## src/rtl/core/sit_pkg.sv

```systemverilog
// Package for the string intern table: sizes, codes and the controller state type.
// Used by string_intern_table, sit_mod and the testbench; depends on nothing.
`timescale 1ns / 1ps
package sit_pkg;

   localparam int SLOTS       = 256;
   localparam int STORE_BYTES = 4096;
   localparam int MAX_LEN     = 64;

   localparam int SLOT_W  = $clog2(SLOTS);          // slot index
   localparam int CNT_W   = $clog2(SLOTS) + 1;      // slot count, probe count
   localparam int SADDR_W = $clog2(STORE_BYTES);    // store offset
   localparam int USED_W  = $clog2(STORE_BYTES) + 1;
   localparam int PADDR_W = $clog2(MAX_LEN);
   localparam int LEN_W   = $clog2(MAX_LEN) + 1;

   localparam logic [31:0] FNV_BASIS = 32'h811c9dc5;
   localparam logic [31:0] FNV_PRIME = 32'h01000193;

   typedef enum logic [2:0] {
      ST_OK         = 3'd0,
      ST_TABLE_FULL = 3'd1,
      ST_STORE_FULL = 3'd2,
      ST_BAD_INTERN = 3'd3,
      ST_TOO_LONG   = 3'd4
   } status_type;

   typedef enum logic [3:0] {
      S_IDLE, S_MOD, S_PROBE, S_SLOT, S_CMP_RD, S_CMP_CHK,
      S_CP_RD, S_CP_WR, S_NUL, S_LOOK, S_EMIT
   } state_type;

endpackage

```

## src/rtl/core/sit_mod.sv

```systemverilog
// Bit-serial remainder unit: 32-bit hash modulo the slot count, one bit per cycle.
// Depends on sit_pkg.
`timescale 1ns / 1ps
module sit_mod (
   input  logic                       clock,
   input  logic                       reset,
   input  logic                       start,
   input  logic [31:0]                dividend,
   input  logic [sit_pkg::CNT_W-1:0]  divisor,
   output logic                       done,
   output logic [sit_pkg::SLOT_W-1:0] remainder
);
   import sit_pkg::*;

   logic              busy_ff, busy_in, done_ff, done_in;
   logic [4:0]        cnt_ff, cnt_in;
   logic [31:0]       quo_ff, quo_in;
   logic [CNT_W-1:0]  rem_ff, rem_in, div_ff, div_in;
   logic [CNT_W:0]    trial;

   always_comb begin
      busy_in = busy_ff;
      done_in = 1'b0;
      cnt_in  = cnt_ff;
      quo_in  = quo_ff;
      rem_in  = rem_ff;
      div_in  = div_ff;
      trial   = {rem_ff, quo_ff[31]};
      if (start) begin
         busy_in = 1'b1;
         cnt_in  = '0;
         quo_in  = dividend;
         rem_in  = '0;
         div_in  = divisor;
      end else if (busy_ff) begin
         quo_in = {quo_ff[30:0], 1'b0};
         if (trial >= {1'b0, div_ff}) begin
            rem_in = CNT_W'(trial - {1'b0, div_ff});
         end else begin
            rem_in = trial[CNT_W-1:0];
         end
         cnt_in = cnt_ff + 5'd1;
         if (cnt_ff == 5'd31) begin
            busy_in = 1'b0;
            done_in = 1'b1;
         end
      end
   end

   always_ff @(posedge clock) begin
      if (reset) begin
         busy_ff <= 1'b0;
         done_ff <= 1'b0;
      end else begin
         busy_ff <= busy_in;
         done_ff <= done_in;
      end
      cnt_ff <= cnt_in;
      quo_ff <= quo_in;
      rem_ff <= rem_in;
      div_ff <= div_in;
   end

   assign done      = done_ff;
   assign remainder = rem_ff[SLOT_W-1:0];
endmodule

```

## config.mk

```make
export PLATFORM = sky130hd
export DESIGN_NAME = sit_mod
export DESIGN_NICKNAME = d
export VERILOG_FILES = /design/src/rtl/core/sit_pkg.sv /design/src/rtl/core/sit_mod.sv
export SDC_FILE = /design/constraint.sdc
export NUM_CORES = 1
export LEC_CHECK = 0
export ABC_AREA = 1
export BUFFER_PORTS_ARGS = -buffer_cell sky130_fd_sc_hd__buf_4
export CORE_ASPECT_RATIO = 0.6
export CORE_MARGIN = 1.5
export CORE_UTILIZATION = 59
export DETAILED_ROUTE_END_ITERATION = 8
export MAX_ROUTING_LAYER = met4
export PLACE_DENSITY = 0.84
export SLEW_MARGIN = 5
export SYNTH_ARGS = -nofsm -noshare
export SYNTH_HDL_FRONTEND = slang
export SYNTH_SLANG_ARGS = --single-unit
```

## constraint.sdc

```tcl
create_clock -name clock -period 5.1 [get_ports clock]
set_input_delay 0.765 -clock clock [delete_from_list [all_inputs] [get_ports clock]]
set_output_delay 0.765 -clock clock [all_outputs]
set_load 0.02 [all_outputs]
```

# [Word-level counts from Yosys, hierarchy flattened]
# Index checks and enable logic that the tools add are counted.
[op_classes] n_addsub=2 magnitude_cmp=1 n_eq_ne=1 muxes=7 n_bitwise=1 reduce_logical=2
[ops] cell="$mux 32" n=2
[ops] cell="$ge 10x9->1" n=1
[ops] cell="$mux 9" n=1
[ops] cell="$sub 9x9->9" n=1
[ops] cell="$add 5x1->5 const B" n=1
[ops] cell="$eq 5x5->1 const B" n=1
[ops] cell="$mux 1" n=4
[ops] cell="$reduce_or 3->1" n=1
[ops] cell="$reduce_bool 2->1" n=1
[ops] cell="$not 1->1" n=1
[totals] register_bits=57 output_inout_bits=9 elab_cells=20

# [Longest topological paths before layout]
[depth] depth_word=4 depth_mapped=12 ltp_nobuf=12

# [Least setup slack after synthesis]
# No wires, ideal clock.
[synth_timing] path_type="input-to-reg" startpoint="in start" endpoint="reg quo_ff[0], enable pin" setup_time_ns=0.389 arrival_ns=1.757 path_slack_ns=2.954 cell_stages=3 cell_sequence="buf_2 -> nor2_1 -> inv_1"
[synth_between] elab_chain_cells=1
[synth_lines] element="start: declaration" line="sit_mod.sv:7" rtl="input logic start,"
[synth_lines] element="$reduce_bool 2->1 (no source line)"
[synth_lines] element="end signal: assignment" line="sit_mod.sv:59" rtl="quo_ff <= quo_in;"
[synth_lines] element="end: declaration" line="sit_mod.sv:17" rtl="logic [31:0] quo_ff, quo_in;"
# No other way between the ends.
# A chain may end at the register's enable or synchronous reset.

# [Worst setup path after layout]
[layout_timing] startpoint="reg rem_ff[6]" endpoint="reg rem_ff[3]"
[layout_between] elab_chain_cells=2
[layout_lines] element="start: declaration" line="sit_mod.sv:18" rtl="logic [CNT_W-1:0] rem_ff, rem_in, div_ff, div_in;"
[layout_lines] element="start signal: assignment" line="sit_mod.sv:60" rtl="rem_ff <= rem_in;"
[layout_lines] element="$ge 10x9->1" line="sit_mod.sv:37" rtl="if (trial >= {1'b0, div_ff}) begin"
[layout_lines] element="$mux 9" line="sit_mod.sv:37"
# No other way between the ends.

==> flow_summary_export.csv <==
group,metric,value,unit
critical_path,cp_top_family,"simple AND/OR/NAND/NOR gates",
critical_path,critical_path_cell_count,10,
die,die_y,57.3,µm
die,boundaryPins,53,
pwr,vdd_drop_max,0.000192,V
placement,dp.final_hpwl,4180,µm
sta,setup-violations-final,0,
pwr,power_density,341,mW/mm²
sta,clock.fmax,0.390,GHz
critical_path,slowest_delay,0.81,ns
worst_hold_path,timing.hold.worst.start,"rem_ff[6]",
synthesis,yosys.area.top_type,"sky130_fd_sc_hd__edfxtp_1",
cts,clock_path_buffers,2,
route,detail_route.wirelength,6440,µm
critical_path,crit-reg2reg-launch,"rem_ff[6]",
cts,cts.root.buffer_cell,"sky130_fd_sc_hd__clkbuf_8",
worst_hold_path,min_path_type,"reg2reg",
global_routing,globalRoute.totalOverflow,0,
critical_path,required,5.36,ns
die,initial_core_utilization,62.2,%
placement,port_buffers,52,
finish,layout.cells.most_common_list,"142 x sky130_fd_sc_hd__nand2_1, 53 x sky130_fd_sc_hd__buf_4, 41 x sky130_fd_sc_hd__edfxtp_1, 37 x sky130_fd_sc_hd__inv_1, 20 x sky130_fd_sc_hd__nand3_1",
global_routing,grt_pass1_wl,10400,µm
cts,cts_max_level,3,
placement,dpl_cell_area,0.00326,mm²
worst_hold_path,timing.hold.worst_path_depth,2,
die,die_area,0.00536,mm²
finish,finish.net_count,438,
synthesis,post_synth_inst_count,336,
synthesis,synth.yosys.seq_area_share,53.5,%
synthesis,syn_nets,392,
sta,report.final.hold_viol_count,0,
global_routing,maximum_number_of_pins_on_one_net_before_global_route_repair,47,
critical_path,worst-endpoint-arrival,2.82,ns
critical_path,critPathLaunchType,"register",
cts,clock_insertion_delay_worst_skew,0.34,ns
global_routing,globalRouteTotalUtil,27.2,%
cts,cts_setup_buffers,0,
critical_path,crit_path_end_kind,"register",
finish,register_area,0.00155,mm²
sta,timing.slew.headroom,28.2,%
finish,antenna_cells,0,
critical_path,worst_r2r_endpoint,"rem_ff[3]",
critical_path,cp_cell_sequence,"ha_1 -> nand2_1 -> nand2_1 -> nand2_1 -> nand2_1 -> nor2_1 -> nand2_2 -> nand2_1 -> nand3_1 -> o21ai_0",
global_routing,first_global_vias,2286,
run_status,run_status,"complete, no violations",
flow_run,number_of_max_cap_violations,0,
sta,slew_viol_final,0,
route,routed_wire_length_per_instance,14.3,µm
route,dr_total_vias,2384,
pwr,power_leakage,1.73,nW
route,drtPass1Iterations,5,
critical_path,timing_worst_setup_path_type,"reg2reg",
die,core_region_area,0.00466,mm²
cts,cts_tree,"built",
route,drtAntennaViolNets,0,
cts,clkSlewWorstSetupHoldPaths,0.07,ns
synthesis,syn-cell-area,0.00290,mm²
cts,cts.sink_count,57,
die,die_wd,93.5,µm
synthesis,synth_cell_type_count,29,
critical_path,rrSetupSlack,2.54,ns
worst_hold_path,hold_path_sink,"rem_ff[6]",
synthesis,synth.area.top_cells,"sky130_fd_sc_hd__edfxtp_1 42%, sky130_fd_sc_hd__nand2_1 18%, sky130_fd_sc_hd__dfxtp_1 11%",
synthesis,synth.ff_latch_count,57,
critical_path,critPathMaxFanout,11,
synthesis,ys_warn_count,0,
route,per_cell_via_count_in_the_routed_design,5.30,
cts,cts_hold_repair.buffers,0,
sta,tightest_slew,1.07,ns
sta,final.setup.tns,0,ns
placement,final_weighted_congestion_of_routability_driven_global_placement,0.862,
route,remaining_drcs,0,
finish,final_layout_size_suffix_gt1_share,20.7,%
global_routing,grt_antenna_before_repair,0,
cts,cts_resized,0,
sta,timing.final.crit_share,50.2,%
die,std_cell_rows,19,
synthesis,post-synth-top-area-fraction,42.5,%
critical_path,worstPathBufferInverterCount,0,
critical_path,crit_top_cell,"sky130_fd_sc_hd__nand2_1",
finish,multi_input_comb_area,0.00109,mm²
finish,fill_cells,356,
critical_path,r2r_worst_path_depth,10,
finish,postLayoutCellArea,0.00348,mm²
sta,max_clock_skew,0.0137,ns
route,initialDrtViolationCount,214,
critical_path,cpMaxStageDelayCell,"sky130_fd_sc_hd__nor2_1",
synthesis,avgSynthCellArea,8.63,µm²
finish,final_common_cell,"sky130_fd_sc_hd__nand2_1",
cts,cts_bufs_inserted,9,
sta,finalWorstPathRequiredPeriod,2.56,ns
finish,flow.area_growth_from_synthesis,20.1,%
sta,rsz0062_at_grt,"no",
## cell type report
type,count,area share [%]
Inverter,38,4.09
Timing Repair Buffer,53,11.4
Multi-Input combinational cell,223,31.3
Tap cell,63,2.26
Clock inverter,5,2.30
Clock buffer,11,4.06
Sequential cell,57,44.5
## registers in the layout, indices dropped and copies added, names as in the netlist
| signal | cells |
|---|---|
| quo_ff | 32 |
| div_ff | 9 |
| rem_ff | 9 |
| cnt_ff | 5 |
| busy_ff | 1 |
| done | 1 |
## cells by family after synthesis
family	count (synthesis)	synth area share [%]
flops	57	53.5
buf+inv	56	8.89
fa+ha+maj	12	5.44
simple gates	191	27.8
compound gates	17	3.49
xor+xnor	3	0.906
## power by group
group | switching, mW | internal, mW | leakage (nW)
Clock | 0.187 | 0.288 | 0.106
Combinational | 0.0925 | 0.0643 | 1.07
Sequential | 0.0151 | 0.541 | 0.547
## synthesized netlist by cell type
library cell,count
sky130_fd_sc_hd__nor2_1,10
sky130_fd_sc_hd__fa_1,1
sky130_fd_sc_hd__nand2_2,4
sky130_fd_sc_hd__a22o_1,1
sky130_fd_sc_hd__clkbuf_1,5
sky130_fd_sc_hd__nand3b_1,3
sky130_fd_sc_hd__nand2_1,142
sky130_fd_sc_hd__o21ai_1,1
sky130_fd_sc_hd__nor3_1,5
sky130_fd_sc_hd__edfxtp_1,41
sky130_fd_sc_hd__buf_2,2
sky130_fd_sc_hd__buf_6,2
sky130_fd_sc_hd__nand3_1,20
sky130_fd_sc_hd__inv_1,37
sky130_fd_sc_hd__buf_1,1
sky130_fd_sc_hd__nor2_2,1
sky130_fd_sc_hd__nand4_1,1
sky130_fd_sc_hd__clkinv_1,1
sky130_fd_sc_hd__a21oi_1,6
sky130_fd_sc_hd__o21ai_0,5
sky130_fd_sc_hd__ha_1,11
sky130_fd_sc_hd__nand3_2,5
sky130_fd_sc_hd__buf_4,8
sky130_fd_sc_hd__dfxtp_1,16
sky130_fd_sc_hd__o21ai_2,1
sky130_fd_sc_hd__o21a_1,1
sky130_fd_sc_hd__a21oi_2,1
sky130_fd_sc_hd__xnor2_1,3
sky130_fd_sc_hd__a211oi_1,1
## worst max path at each step
| stage | startpoint | end | slack [ns] |
|---|---|---|---|
| 2_1_floorplan | start | quo_ff[0] | 2.95 |
| 3_3_place_gp | start | quo_ff[19] | 2.43 |
| 3_5_place_dp | start | quo_ff[1] | 2.41 |
| 4_1_cts | div_ff[7] | rem_ff[3] | 2.65 |
| 5_1_grt | div_ff[7] | rem_ff[8] | 2.37 |
| 6_report | rem_ff[6] | rem_ff[3] | 2.54 |
## worst register-to-register path, stage by stage (launching register included)
cell                      delay [ns]
sky130_fd_sc_hd__dfxtp_1        0.33
sky130_fd_sc_hd__ha_1           0.36
sky130_fd_sc_hd__nand2_1        0.11
sky130_fd_sc_hd__nand2_1        0.10
sky130_fd_sc_hd__nand2_1        0.07
sky130_fd_sc_hd__nand2_1        0.05
sky130_fd_sc_hd__nor2_1         0.81
sky130_fd_sc_hd__nand2_2        0.32
sky130_fd_sc_hd__nand2_1        0.15
sky130_fd_sc_hd__nand3_1        0.08
sky130_fd_sc_hd__o21ai_0        0.11
## metal layers
metal / global-route usage [%] / wire length [µm]
met3: 9.33 / 698
met2: 38.5 / 2830
met5: - / 0
met1: 36.0 / 2810
met4: 11.3 / 101
## through the flow
stage                     worst slack, ns  hold slack (ns)  utilization, %  instances  total power [mW]
after CTS                            2.65            0.489            74.8        450              1.19
after detailed placement             2.41            0.478            70.0        434             0.716
final                                2.54            0.493            74.8        450              1.19
after floorplan                      2.95            0.455               -        336             0.663
after global routing                 2.37            0.514            74.8        450              1.23
after global placement               2.43            0.471            70.0        434             0.709
No activity file was read; power rests on OpenSTA's default activity.
