### config.mk
export PLATFORM = sky130hd
export DESIGN_NAME = sit_ram
export DESIGN_NICKNAME = d
export VERILOG_FILES = /design/src/rtl/core/sit_ram.sv
export SDC_FILE = /design/constraint.sdc
export NUM_CORES = 1
export LEC_CHECK = 0
export ABC_AREA = 0
export BUFFER_PORTS_ARGS = -buffer_cell sky130_fd_sc_hd__buf_2
export CAP_MARGIN = 0
export CELL_PAD_IN_SITES_DETAIL_PLACEMENT = 2
export CELL_PAD_IN_SITES_GLOBAL_PLACEMENT = 2
export CORE_ASPECT_RATIO = 1.4
export CORE_MARGIN = 5
export CORE_UTILIZATION = 35
export CTS_BUF_LIST = sky130_fd_sc_hd__clkbuf_4 sky130_fd_sc_hd__clkbuf_8 sky130_fd_sc_hd__clkbuf_16
export DETAILED_ROUTE_END_ITERATION = 7
export GPL_ROUTABILITY_DRIVEN = 0
export PLACE_DENSITY = 0.69
export SLEW_MARGIN = 15
export SYNTH_ARGS = -nofsm -noshare
export SYNTH_HDL_FRONTEND = slang
export SYNTH_SLANG_ARGS = --single-unit
### constraint.sdc
create_clock -name clock -period 1.9 [get_ports clock]
set_clock_uncertainty 0.05 [all_clocks]
set_input_delay 0.285 -clock clock [delete_from_list [all_inputs] [get_ports clock]]
set_output_delay 0.285 -clock clock [all_outputs]
set_load 0.005 [all_outputs]
### src/rtl/core/sit_ram.sv
// Generic simple dual-port RAM with one write port and a registered read port.
// Stand-alone; no package needed.
`timescale 1ns / 1ps
module sit_ram #(
   parameter int WIDTH = 8,
   parameter int DEPTH = 16
) (
   input  logic                     clock,
   input  logic                     wr_en,
   input  logic [$clog2(DEPTH)-1:0] wr_addr,
   input  logic [WIDTH-1:0]         wr_data,
   input  logic [$clog2(DEPTH)-1:0] rd_addr,
   output logic [WIDTH-1:0]         rd_data
);
   logic [WIDTH-1:0] mem [DEPTH];

   always_ff @(posedge clock) begin
      if (wr_en) begin
         mem[wr_addr] <= wr_data;
      end
      rd_data <= mem[rd_addr];
   end
endmodule

* Word-level counts from Yosys, hierarchy flattened
Memories as Yosys holds them, arrays and structs flattened. A register that Yosys moved wholly into a read port is not among the register bits.
Index checks and enable logic that the tools add are counted.
** Operators by class
- Add/sub/neg operators :: 0
- Multipliers :: 0
- Div/mod/pow operators :: 0
- Order comparisons :: 0
- Equal/unequal tests :: 0
- Shift operators :: 0
- Mux-type cells :: 2
- Bitwise operators :: 0
- Reductions and logical operators :: 0
** Operator list (number)
- two-way mux 1 bit :: 2
** Word-level totals
- Bits in registers :: 0
- Latch bits :: 0
- Bits in writable memories :: 128
- ROM bits :: 0
- Input bits :: 18
- Word-level logic and storage cells :: 3
- Memories kept :: 1
** Memories
- mem :: depth 16, width 8, rd ports 1, clocked after Yosys merged registers in 1, write ports 1, line 15 : logic [WIDTH-1:0] mem [DEPTH];

* Depth between registers and ports, before layout
Gate-level depths: netlist of run 1.
- Depth in word-level cells :: 2
- Depth in mapped cells :: 5

* Worst setup path before layout of run 1
Ideal clock, no wire load.
- Kind :: input to register
- Start :: input port wr_addr[2]
- End :: memory mem[0][0] (enable)
- Library setup time :: 0.383 ns
- Arrival time :: 1.395 ns
- Required time :: 1.467 ns
- Path slack :: 0.072 ns
- Cell stages on the path :: 2
- Buffers on the path :: 0
- Cell sequence :: or3b_2 nor3_1
** RTL lines
- from (decl) :: line 10 : input logic [$clog2(DEPTH)-1:0] wr_addr,
- to (decl) :: line 15
Straight into the memory's write port.

==> metrics.txt, run 1 <==
result of the run=complete, no violations; Main synth FF type=edfxtp_1; Pre-Repair DR Iteration Count=4; buffer levels on the longest clock path=2; cts-stage hold buffer count=0; final critical-path required period=1.521 ns; Largest delay share family, worst path=multiplexers; max_slew headroom=70.67%; count of H-tree levels built during CTS=4; cell count after synthesis=about 230; Fmax achieved=657.5 MHz; global routing usage summed across all routing layers=16.28%; Worst Path Arrival=1.75 ns; crit path cell chain=mux4_2 > a22oi_1 > nand2_1; most used standard cell by instance count after synthesis=edfxtp_1; number of gates resized after CTS=0; final hold violation count=0; number of antenna violations at the first check in global routing=0; root buffer cell=clkbuf_16; clock buffers created by TritonCTS=17; net total in the final layout=304; overflow left after global routing=0; measured slew at the worst slew-check pin=0.4400 ns; Clk Latency, worst-skew pair=0.42 ns; total design power=7.474 mW; remaining design rule violation count=0; count of state elements after synthesis=136; initial drt markers=between 100 and 150; DRT met1 WL=5282 um; standby leakage power=2.141 nW; number of I/O port buffers=25; worst hold path class=input port to register; layout cells sized above 1=approximately a third; setup repair after global routing missed its margin=no; Initial Utilization=35.64%; first-pass GRT wire length=19,730 um; # rows=between 50 and 60; max layer used=met4; Max Transition Viols Final=0; total met2 wirelength after detailed routing=6978 um; most used standard cells in the synthesized netlist=edfxtp_1, mux4_2, a22oi_1; synthesized net count=247; Layout Utilization=a little over two fifths; Worst setup EP type=register; data required time of the worst path=around 2.1 ns; synth-to-layout area growth=22.36%; routed wl met3=411 um; Total Die Area=17,270 um2; highest cell delay on the worst timing path=0.50 ns; critical-path maximum fanout=1; TritonCTS clock tree=built; worst hold slack=about 0.2 ns; number of setup violations in the final report=0; critical path class=register to register; half-perimeter wire length of the detailed placement result=about 8500 um; Slowest cell on crit path=mux4_2; number of distinct library cells after synthesis=19; chip width=between 100 and 150 um; height of the die=153.5 um; Seq/Total Area, Yosys=77.78%; mapped cell area=5147 um2; cells taking the most area after synthesis=edfxtp_1, mux4_2, mux4_1, dfxtp_1, a22oi_1; wire length per cell after detailed routing=26.76 um; largest net degree at the start of global routing=33; residual antenna-violating net count after detailed routing=0; count of pins on the block boundary=26; setup fix buffers added after clock tree synthesis=0; EDFF count, synth=128; Core Area=14,440 um2; Maximum Capacitance Violations=0; wire length after detailed routing=13,060 um; Yosys top cell by area=edfxtp_1; detail-routed via count per cell=5.219; number of global-route vias before repair=a little under 3,000; TNS Setup=0 ns; Max VDD drop=0.5755 mV; Ant. Diodes=0; synthesized area per cell=between 20 and 25 um2; DR vias=2,547; PD cells=around 1200 nW/um2; number of warnings issued by yosys=0; share of Yosys cell area claimed by the top area cell type=74.67%; buffers and inverters on the worst path=0; number of clock sinks seen by CTS=136; startpoint type of the worst setup path=register; fraction of synthesis flops using an asynchronous set or reset pin=0%; Tcrit/Tclk final=80.05%; Clock transition at path regs=roughly 0.06 ns
==> cells in the final DEF, fill, tap and decap left out, types with 3 or more instances in the layout <==
master / synthesis / routed
buf_2: 3 / 25
bufinv_16: 0 / 6
clkbuf_16: 0 / 17
mux4_2: 18 / 18
mux4_1: 14 / 14
edfxtp_1: 128 / 128
clkinvlp_4: 0 / 4
inv_6: 0 / 3
nor2_1: 13 / 13
dfxtp_1: 8 / 8
buf_4: 1 / 21
a22oi_1: 16 / 16
nor3_1: 4 / 4
nand2_1: 9 / 9
==> worst reg2reg max path: cells and delay by family (launching register included) <==
kind / cells / cell delay [ns]
mux: 1 / 0.50
simple gates: 1 / 0.14
flops: 1 / 0.37
compound gates: 1 / 0.32
==> cells by family after synthesis <==
kind of cell,count (synthesis),share of synthesized area (%)
AOI/OAI and AO/OA,16,2.334
and+or+nand+nor,35,3.184
buffers and inverters,10,1.677
DFF,136,77.78
muxes,32,15.02
==> stage by stage <==
| step | area (um2) | worst slack [ns] | instances |
|---|---|---|---|
| after floorplan | 5147 | 0.07213 | 229 |
| after global placement | 5620 | -0.002803 | 456 |
| after detailed placement | 5620 | -0.01251 | 456 |
| after CTS | 6299 | 0.3538 | 488 |
| after global routing | 6299 | 0.3144 | 488 |
| final | 6299 | 0.3791 | 488 |
==> routing by layer <==
layer / GRT usage, % / up-vias
met3: 3.578 / 22
met1: 19.46 / 1367
met2: 27.79 / 71
met4: 7.847 / 0
met5: 0 / -
li1: - / 1087
==> power breakdown <==
group          switching [mW]  total (mW)  internal (mW)
clock                    1.27        3.76           2.49
sequential             0.0254        3.38           3.35
combinational           0.195       0.336          0.141
==> worst paths after layout <==
| check | from | end | slack [ns] | cells past startpoint |
|---|---|---|---|---|
| max | mem[11][0]$_DFFE_PP_ | rd_data[0]$_DFF_P_ | 0.38 | 3 |
| min | wr_data[6] | mem[15][6]$_DFFE_PP_ | 0.21 | 1 |
| max reg2reg | mem[11][0]$_DFFE_PP_ | rd_data[0]$_DFF_P_ | 0.38 | 3 |
| min reg2reg | mem[14][3]$_DFFE_PP_ | rd_data[3]$_DFF_P_ | 0.62 | 3 |
==> registers in the layout (all words and copies together), names as in the netlist <==
| register | count |
|---|---|
| rd_data | 8 |
| mem | 128 |
==> cell type report <==
cell class,instances,area [um2]
clock inverters,14,245.2
flip-flops and latches,136,4004
clock buffers,18,432.9
multi-input cells,83,1057
fillers,1339,8145
repair buffers,48,322.8
well taps,189,236.5
Note: power is estimated with default switching activity, not from simulation.
==> inputs of run 2 (changes only) <==
--- a/config.mk
+++ b/config.mk
@@ -5,7 +5,7 @@
 export SDC_FILE = /design/constraint.sdc
 export NUM_CORES = 1
 export LEC_CHECK = 0
-export ABC_AREA = 0
+export ABC_AREA = 1
 export BUFFER_PORTS_ARGS = -buffer_cell sky130_fd_sc_hd__buf_2
 export CAP_MARGIN = 0
 export CELL_PAD_IN_SITES_DETAIL_PLACEMENT = 2
@@ -16,7 +16,7 @@
 export CTS_BUF_LIST = sky130_fd_sc_hd__clkbuf_4 sky130_fd_sc_hd__clkbuf_8 sky130_fd_sc_hd__clkbuf_16
 export DETAILED_ROUTE_END_ITERATION = 7
 export GPL_ROUTABILITY_DRIVEN = 0
-export PLACE_DENSITY = 0.69
+export PLACE_DENSITY = 0.79
 export SLEW_MARGIN = 15
 export SYNTH_ARGS = -nofsm -noshare
 export SYNTH_HDL_FRONTEND = slang
==> constraint.sdc (replaced) <==
create_clock -name clock -period 1.2 [get_ports clock]
set_clock_uncertainty 0.05 [all_clocks]
set_input_delay 0.18 -clock clock [delete_from_list [all_inputs] [get_ports clock]]
set_output_delay 0.18 -clock clock [all_outputs]
set_load 0.005 [all_outputs]
==> run 2 against run 1 <==
Effect of this change:
- sequential share of layout area is 6.8 points lower
- setup slack worse by 0.37 ns
- first-iteration DRC count is 56% higher
- utilization hardly changed
- count of clock-buffer cells in the layout is 1 lower
- combinational power is 140% higher
- non-clock buffer count is 17 higher
- power is 61% higher
- global-route usage is 4.9 points higher
- cell area is 12% higher
- clock power is 56% higher
- die area is 11% higher
==> metrics.txt, run 2 <==
result of the run=complete, no violations; Hold Path Cell Cnt=1; Cell Count, Final, Fillers Out=822; Fmax achieved=839.0 MHz; highest-count cells in the layout ignoring fill and taps=nand2_1, edfxtp_1, inv_1, nand3_1, buf_4; register with the most flip-flops=mem; count of state elements after synthesis=136; layout cells sized above 1=16.21%; height of the die=161.9 um; buffers and inverters on the worst path=1; EDFF count, synth=128; count of pins on the block boundary=26; share of power burned in combinational logic=6.7%; count of H-tree levels built during CTS=4; Ant. Diodes=0; most used standard cells in the synthesized netlist=nand2_1, edfxtp_1, inv_1; worst reg2reg path endpoint=rd_data[4]$_DFF_P_; chip width=118.5 um; WHS Endpoint=mem[1][3]$_DFFE_PP_; remaining design rule violation count=0; mapped cell area=5767 um2; Yosys top cell by area=edfxtp_1; data required time of the worst path=1.46 ns; wire length per cell after detailed routing=roughly 24 um; initial drt markers=220; setup repair after global routing missed its margin=no; crit path cell chain=inv_1 > nand2_1 > nand3_1 > nand3_1 > nand3_2 > nand2_1; Max Transition Viols Final=0; highest cell delay on the worst timing path=0.37 ns; largest registers=mem x128, rd_data x8; most used standard cell by instance count after synthesis=nand2_1; residual antenna-violating net count after detailed routing=0; final critical-path required period=between 1 and 1.5 ns; clock buffers created by TritonCTS=17; number of global-route vias before repair=4,834; most common cell after layout, fill and taps aside=nand2_1; Core Area=16,170 um2; Worst setup EP type=register; number of antenna violations at the first check in global routing=1; switching part of the total power=22.79%; TNS Setup=0 ns; Worst Path Arrival=1.46 ns; number of I/O port buffers=25; PD cells=1703 nW/um2; fraction of synthesis flops using an asynchronous set or reset pin=0%; critical-path maximum fanout=1; # rows=55; Largest delay share family, worst path=simple AND/OR/NAND/NOR gates; overflow left after global routing=0; worst r2r path cells=6; total instance count after detailed placement=791; final hold violation count=0; Pre-Repair DR Iteration Count=4; relative contribution of the clock network to total power=roughly half; net total in the final layout=629; global routing usage summed across all routing layers=21.22%; net switching power=2.735 mW; register-to-register path setup slack=0.008 ns; measured slew at the worst slew-check pin=0.3946 ns; startpoint type of the worst setup path=register; number of distinct library cells after synthesis=12; Initial Utilization=35.66%; Clk Latency, worst-skew pair=0.42 ns; root buffer cell=clkbuf_16; number of clock sinks seen by CTS=136; half-perimeter wire length of the detailed placement result=around 12,000 um; Maximum Capacitance Violations=0; TritonCTS clock tree=built; cell internal power dissipation=between 9 and 10 mW; Tcrit/Tclk final=99.33%; Seq/Total Area, Yosys=69.43%; largest net degree at the start of global routing=27; RR Startpoint=mem[7][4]$_DFFE_PP_; Main synth FF type=edfxtp_1; Fill cells=around 1,600; Slowest cell on crit path=edfxtp_1; detail-routed via count per cell=5.108; Cell Area, Placed=6387 um2; synth-to-layout area growth=22.22%; Total Die Area=19,180 um2; first-pass GRT wire length=~30,000 um; worst hold path class=input port to register; cells taking the most area after synthesis=edfxtp_1, nand2_1, nand3_1, inv_1, dfxtp_1; synthesized net count=roughly 570; cts-stage hold buffer count=0; number of warnings issued by yosys=0; DR vias=4,199; Max VDD drop=roughly 1.0 mV; register share of total power=about 45%; number of setup violations in the final report=0; Design Area, Final=7048 um2; Clock transition at path regs=0.06 ns; synthesized area per cell=between 10 and 15 um2; wire length after detailed routing=19,830 um; buffer levels on the longest clock path=2; standby leakage power=3.075 nW; hold path start=wr_data[3]; critical path class=register to register; cell count after synthesis=roughly 550; max_slew headroom=roughly three quarters; Largest register FFs=128; share of Yosys cell area claimed by the top area cell type=66.65%
[run 2: cell types whose count changed in the layout (fill, tap and decap cells not counted), moves of 7 or more]
cell / before / now
nand2_1: 9 / 172
inv_1: 0 / 100
nand3_1: 1 / 95
mux4_2: 18 / 0
a22oi_1: 16 / 0
mux4_1: 14 / 0
buf_4: 21 / 31
buf_12: 2 / 9
[run 2: how the worst max path moves through the flow]
stage	from	to	depth (start not counted)
floorplan	wr_addr[3]	mem[4][0]$_DFFE_PP_	2
global placement	rd_addr[0]	rd_data[7]$_DFF_P_	8
detailed placement	wr_addr[0]	mem[12][6]$_DFFE_PP_	5
CTS	mem[7][4]$_DFFE_PP_	rd_data[4]$_DFF_P_	6
global route	mem[7][4]$_DFFE_PP_	rd_data[4]$_DFF_P_	6
finish	mem[7][4]$_DFFE_PP_	rd_data[4]$_DFF_P_	6
[run 2: stage by stage]
step	hold slack, ns	power [mW]	setup slack [ns]	util, %
floorplan	0.2289	5.812	0.01916	-
global placement	0.5095	6.161	-0.03894	39.50
detailed placement	0.5147	6.222	-0.1358	39.50
CTS	0.1050	12.13	0.01848	43.55
global route	0.1049	12.40	0.009577	43.58
finish	0.1161	12.00	0.008037	43.58
[run 2: cells by family after synthesis]
| logic type | Yosys count | synth area share (%) |
|---|---|---|
| AND/OR/NAND/NOR | 289 | 21.05 |
| flip-flops | 136 | 69.43 |
| buffers and inverters | 126 | 9.525 |
[run 2: timing repair]
item                                    in CTS  in global routing
pin swaps                                    0                  0
setup buffers                                0                  0
gates resized for setup                      2                  1
hold endpoints to repair                     0                  0
endpoints found under the setup margin       2                  1
[run 2: final cells by class]
cell class,instances,area (um2),area share (%)
flip-flops and latches,136,4004,56.81
multi-input cells,289,1226,17.40
repair buffers,65,538.0,7.634
clock buffers,17,425.4,6.036
inverters,102,382.9,5.432
well taps,199,249.0,3.533
clock inverters,14,222.7,3.160
[run 2: layer usage]
metal	GRT usage, %	vias up	part of all wire, %
met5	0	-	0
met1	22.77	2186	37
met3	3.170	34	2.5
met2	41.30	86	58
li1	-	1893	-
met4	8.200	0	2.5
[run 2: power by group through the flow]
stage	Sequential (mW)	Combinational, mW	Clock (mW)
detailed placement	5.45	0.777	0
global placement	5.44	0.726	0
floorplan	5.44	0.375	0
finish	5.35	0.809	5.85
CTS	5.35	0.816	5.97
global route	5.35	0.872	6.18
==> inputs of run 3 (changes only) <==
--- a/config.mk
+++ b/config.mk
@@ -5,7 +5,6 @@
 export SDC_FILE = /design/constraint.sdc
 export NUM_CORES = 1
 export LEC_CHECK = 0
-export ABC_AREA = 1
 export BUFFER_PORTS_ARGS = -buffer_cell sky130_fd_sc_hd__buf_2
 export CAP_MARGIN = 0
 export CELL_PAD_IN_SITES_DETAIL_PLACEMENT = 2
@@ -16,8 +15,9 @@
 export CTS_BUF_LIST = sky130_fd_sc_hd__clkbuf_4 sky130_fd_sc_hd__clkbuf_8 sky130_fd_sc_hd__clkbuf_16
 export DETAILED_ROUTE_END_ITERATION = 7
 export GPL_ROUTABILITY_DRIVEN = 0
-export PLACE_DENSITY = 0.79
+export PLACE_DENSITY = 0.69
 export SLEW_MARGIN = 15
 export SYNTH_ARGS = -nofsm -noshare
 export SYNTH_HDL_FRONTEND = slang
 export SYNTH_SLANG_ARGS = --single-unit
+export TNS_END_PERCENT = 50
==> run 3 against run 2 <==
Effect of this change:
- the flow now finishes with violations (setup timing)
- global-route usage is 5.2 points lower
- clock power is 8.2% lower
- critical path depth down 3
- count of clock-buffer cells in the layout up 1
- largest power group unchanged
==> metrics.txt, run 3 (synthesis gave the netlist of run 1 again) <==
half-perimeter wire length of the detailed placement result=roughly 9000 um; count of H-tree levels built during CTS=4; most common cell after layout, fill and taps aside=edfxtp_1; cts-stage hold buffer count=0; number of global-route vias before repair=3,004; Worst setup EP type=register; Core Area=14,440 um2; layout cells sized above 1=44.37%; clock buffers created by TritonCTS=17; measured slew at the worst slew-check pin=roughly 1.0 ns; first-pass GRT wire length=19,820 um; worst r2r path cells=3; remaining design rule violation count=0; buffer levels on the longest clock path=2; critical-path maximum fanout=1; highest-count cells in the layout ignoring fill and taps=edfxtp_1, buf_4, mux4_2, buf_2, clkbuf_16; Largest register FFs=128; Worst Path Arrival=1.64 ns; synth-to-layout area growth=25.30%; Max VDD drop=between 0.8 and 0.9 mV; number of antenna violations at the first check in global routing=0; Pre-Repair DR Iteration Count=4; wire length after detailed routing=12,980 um; initial drt markers=180; result of the run=finished, violations left; Max Transition Viols Final=0; PD cells=1756 nW/um2; fin worst setup slack=-0.1936 ns; Cell Count, Final, Fillers Out=500; RR Startpoint=mem[10][3]$_DFFE_PP_; Hold Path Cell Cnt=1; Critical Path Source=mem[10][3]$_DFFE_PP_; hold path start=wr_data[4]; largest net degree at the start of global routing=20; final hold violation count=0; critical path class=register to register; count of pins on the block boundary=26; setup repair after global routing missed its margin=yes; Clk Latency, worst-skew pair=0.41 ns; number of I/O port buffers=25; height of the die=153.5 um; detail-routed via count per cell=roughly 5; max_slew headroom=between 20 and 30%; largest registers=mem x128, rd_data x8; number of clock sinks seen by CTS=136; DR vias=approximately 2,500; chip width=112.5 um; Ant. Diodes=0; total instance count after detailed placement=469; net total in the final layout=approximately 320; Fmax achieved=approximately 720 MHz; Tcrit/Tclk final=116.1%; residual antenna-violating net count after detailed routing=0; Initial Utilization=between 30% and 40%; Layout Utilization=44.66%; violated checks=setup timing; register with the most flip-flops=mem; Total Die Area=17,270 um2; worst hold slack=0.1103 ns; standby leakage power=2.159 nW; Maximum Capacitance Violations=0; overflow left after global routing=0; number of setup violations in the final report=8; data required time of the worst path=1.44 ns; wire length per cell after detailed routing=about 26 um; TritonCTS clock tree=built; root buffer cell=clkbuf_16; # rows=52; global routing usage summed across all routing layers=16.00%; worst hold path class=input port to register; startpoint type of the worst setup path=register; Clock transition at path regs=0.07 ns; register-to-register path setup slack=-0.19 ns; final critical-path required period=between 1 and 1.5 ns; WHS Endpoint=mem[12][4]$_DFFE_PP_; worst reg2reg path endpoint=rd_data[3]$_DFF_P_
[run 3: final cells by class]
cell class | count | area, um2
fillers | 1348 | 7994
flip-flops and latches | 136 | 4004
multi-input cells | 83 | 1121
clock buffers | 18 | 432.9
clock inverters | 13 | 172.7
repair buffers | 61 | 483.0
well taps | 189 | 236.5
[run 3: where the power goes]
group / total (mW) / internal [mW] / switching (mW)
sequential: 5.35 / 5.31 / 0.0398
combinational: 0.605 / 0.269 / 0.336
clock: 5.37 / 3.31 / 2.06
[run 3: how the worst max path moves through the flow]
stage                                      to  cells past startpoint
final                      rd_data[3]$_DFF_P_                      3
after global placement     rd_data[1]$_DFF_P_                      5
after floorplan           mem[4][0]$_DFFE_PP_                      2
after global routing       rd_data[3]$_DFF_P_                      3
after detailed placement   rd_data[1]$_DFF_P_                      5
after CTS                  rd_data[3]$_DFF_P_                      3
[run 3: critical path, stage by stage (launching register included)]
cell	delay (ns)
edfxtp_1	0.43
mux4_2	0.53
a22oi_2	0.20
nand2_1	0.08
[run 3: through the flow]
step / worst slack [ns] / total power, mW / instance area, um2 / TNS, ns
floorplan: -0.2216 / 5.712 / 5189 / -5.897
global placement: -0.5449 / 5.992 / 5822 / -25.93
detailed placement: -0.5541 / 6.033 / 5822 / -31.37
CTS: -0.2226 / 11.43 / 6441 / -1.362
global route: -0.2269 / 11.72 / 6450 / -1.581
finish: -0.1936 / 11.33 / 6450 / -1.166
[run 3: routing by layer]
layer  up-vias  track usage, %  wire, um
met5         -               0         0
met4         0           5.326       127
met3         9           2.635       335
met2        59           28.64      7179
met1      1337           19.59      5339
li1       1105               -         -
[run 3: repair_timing]
item	in CTS	in global routing
gates resized for setup	15	7
pin swaps	10	3
endpoints found under the hold margin	0	0
endpoints found under the setup margin	8	12
setup buffers	0	0
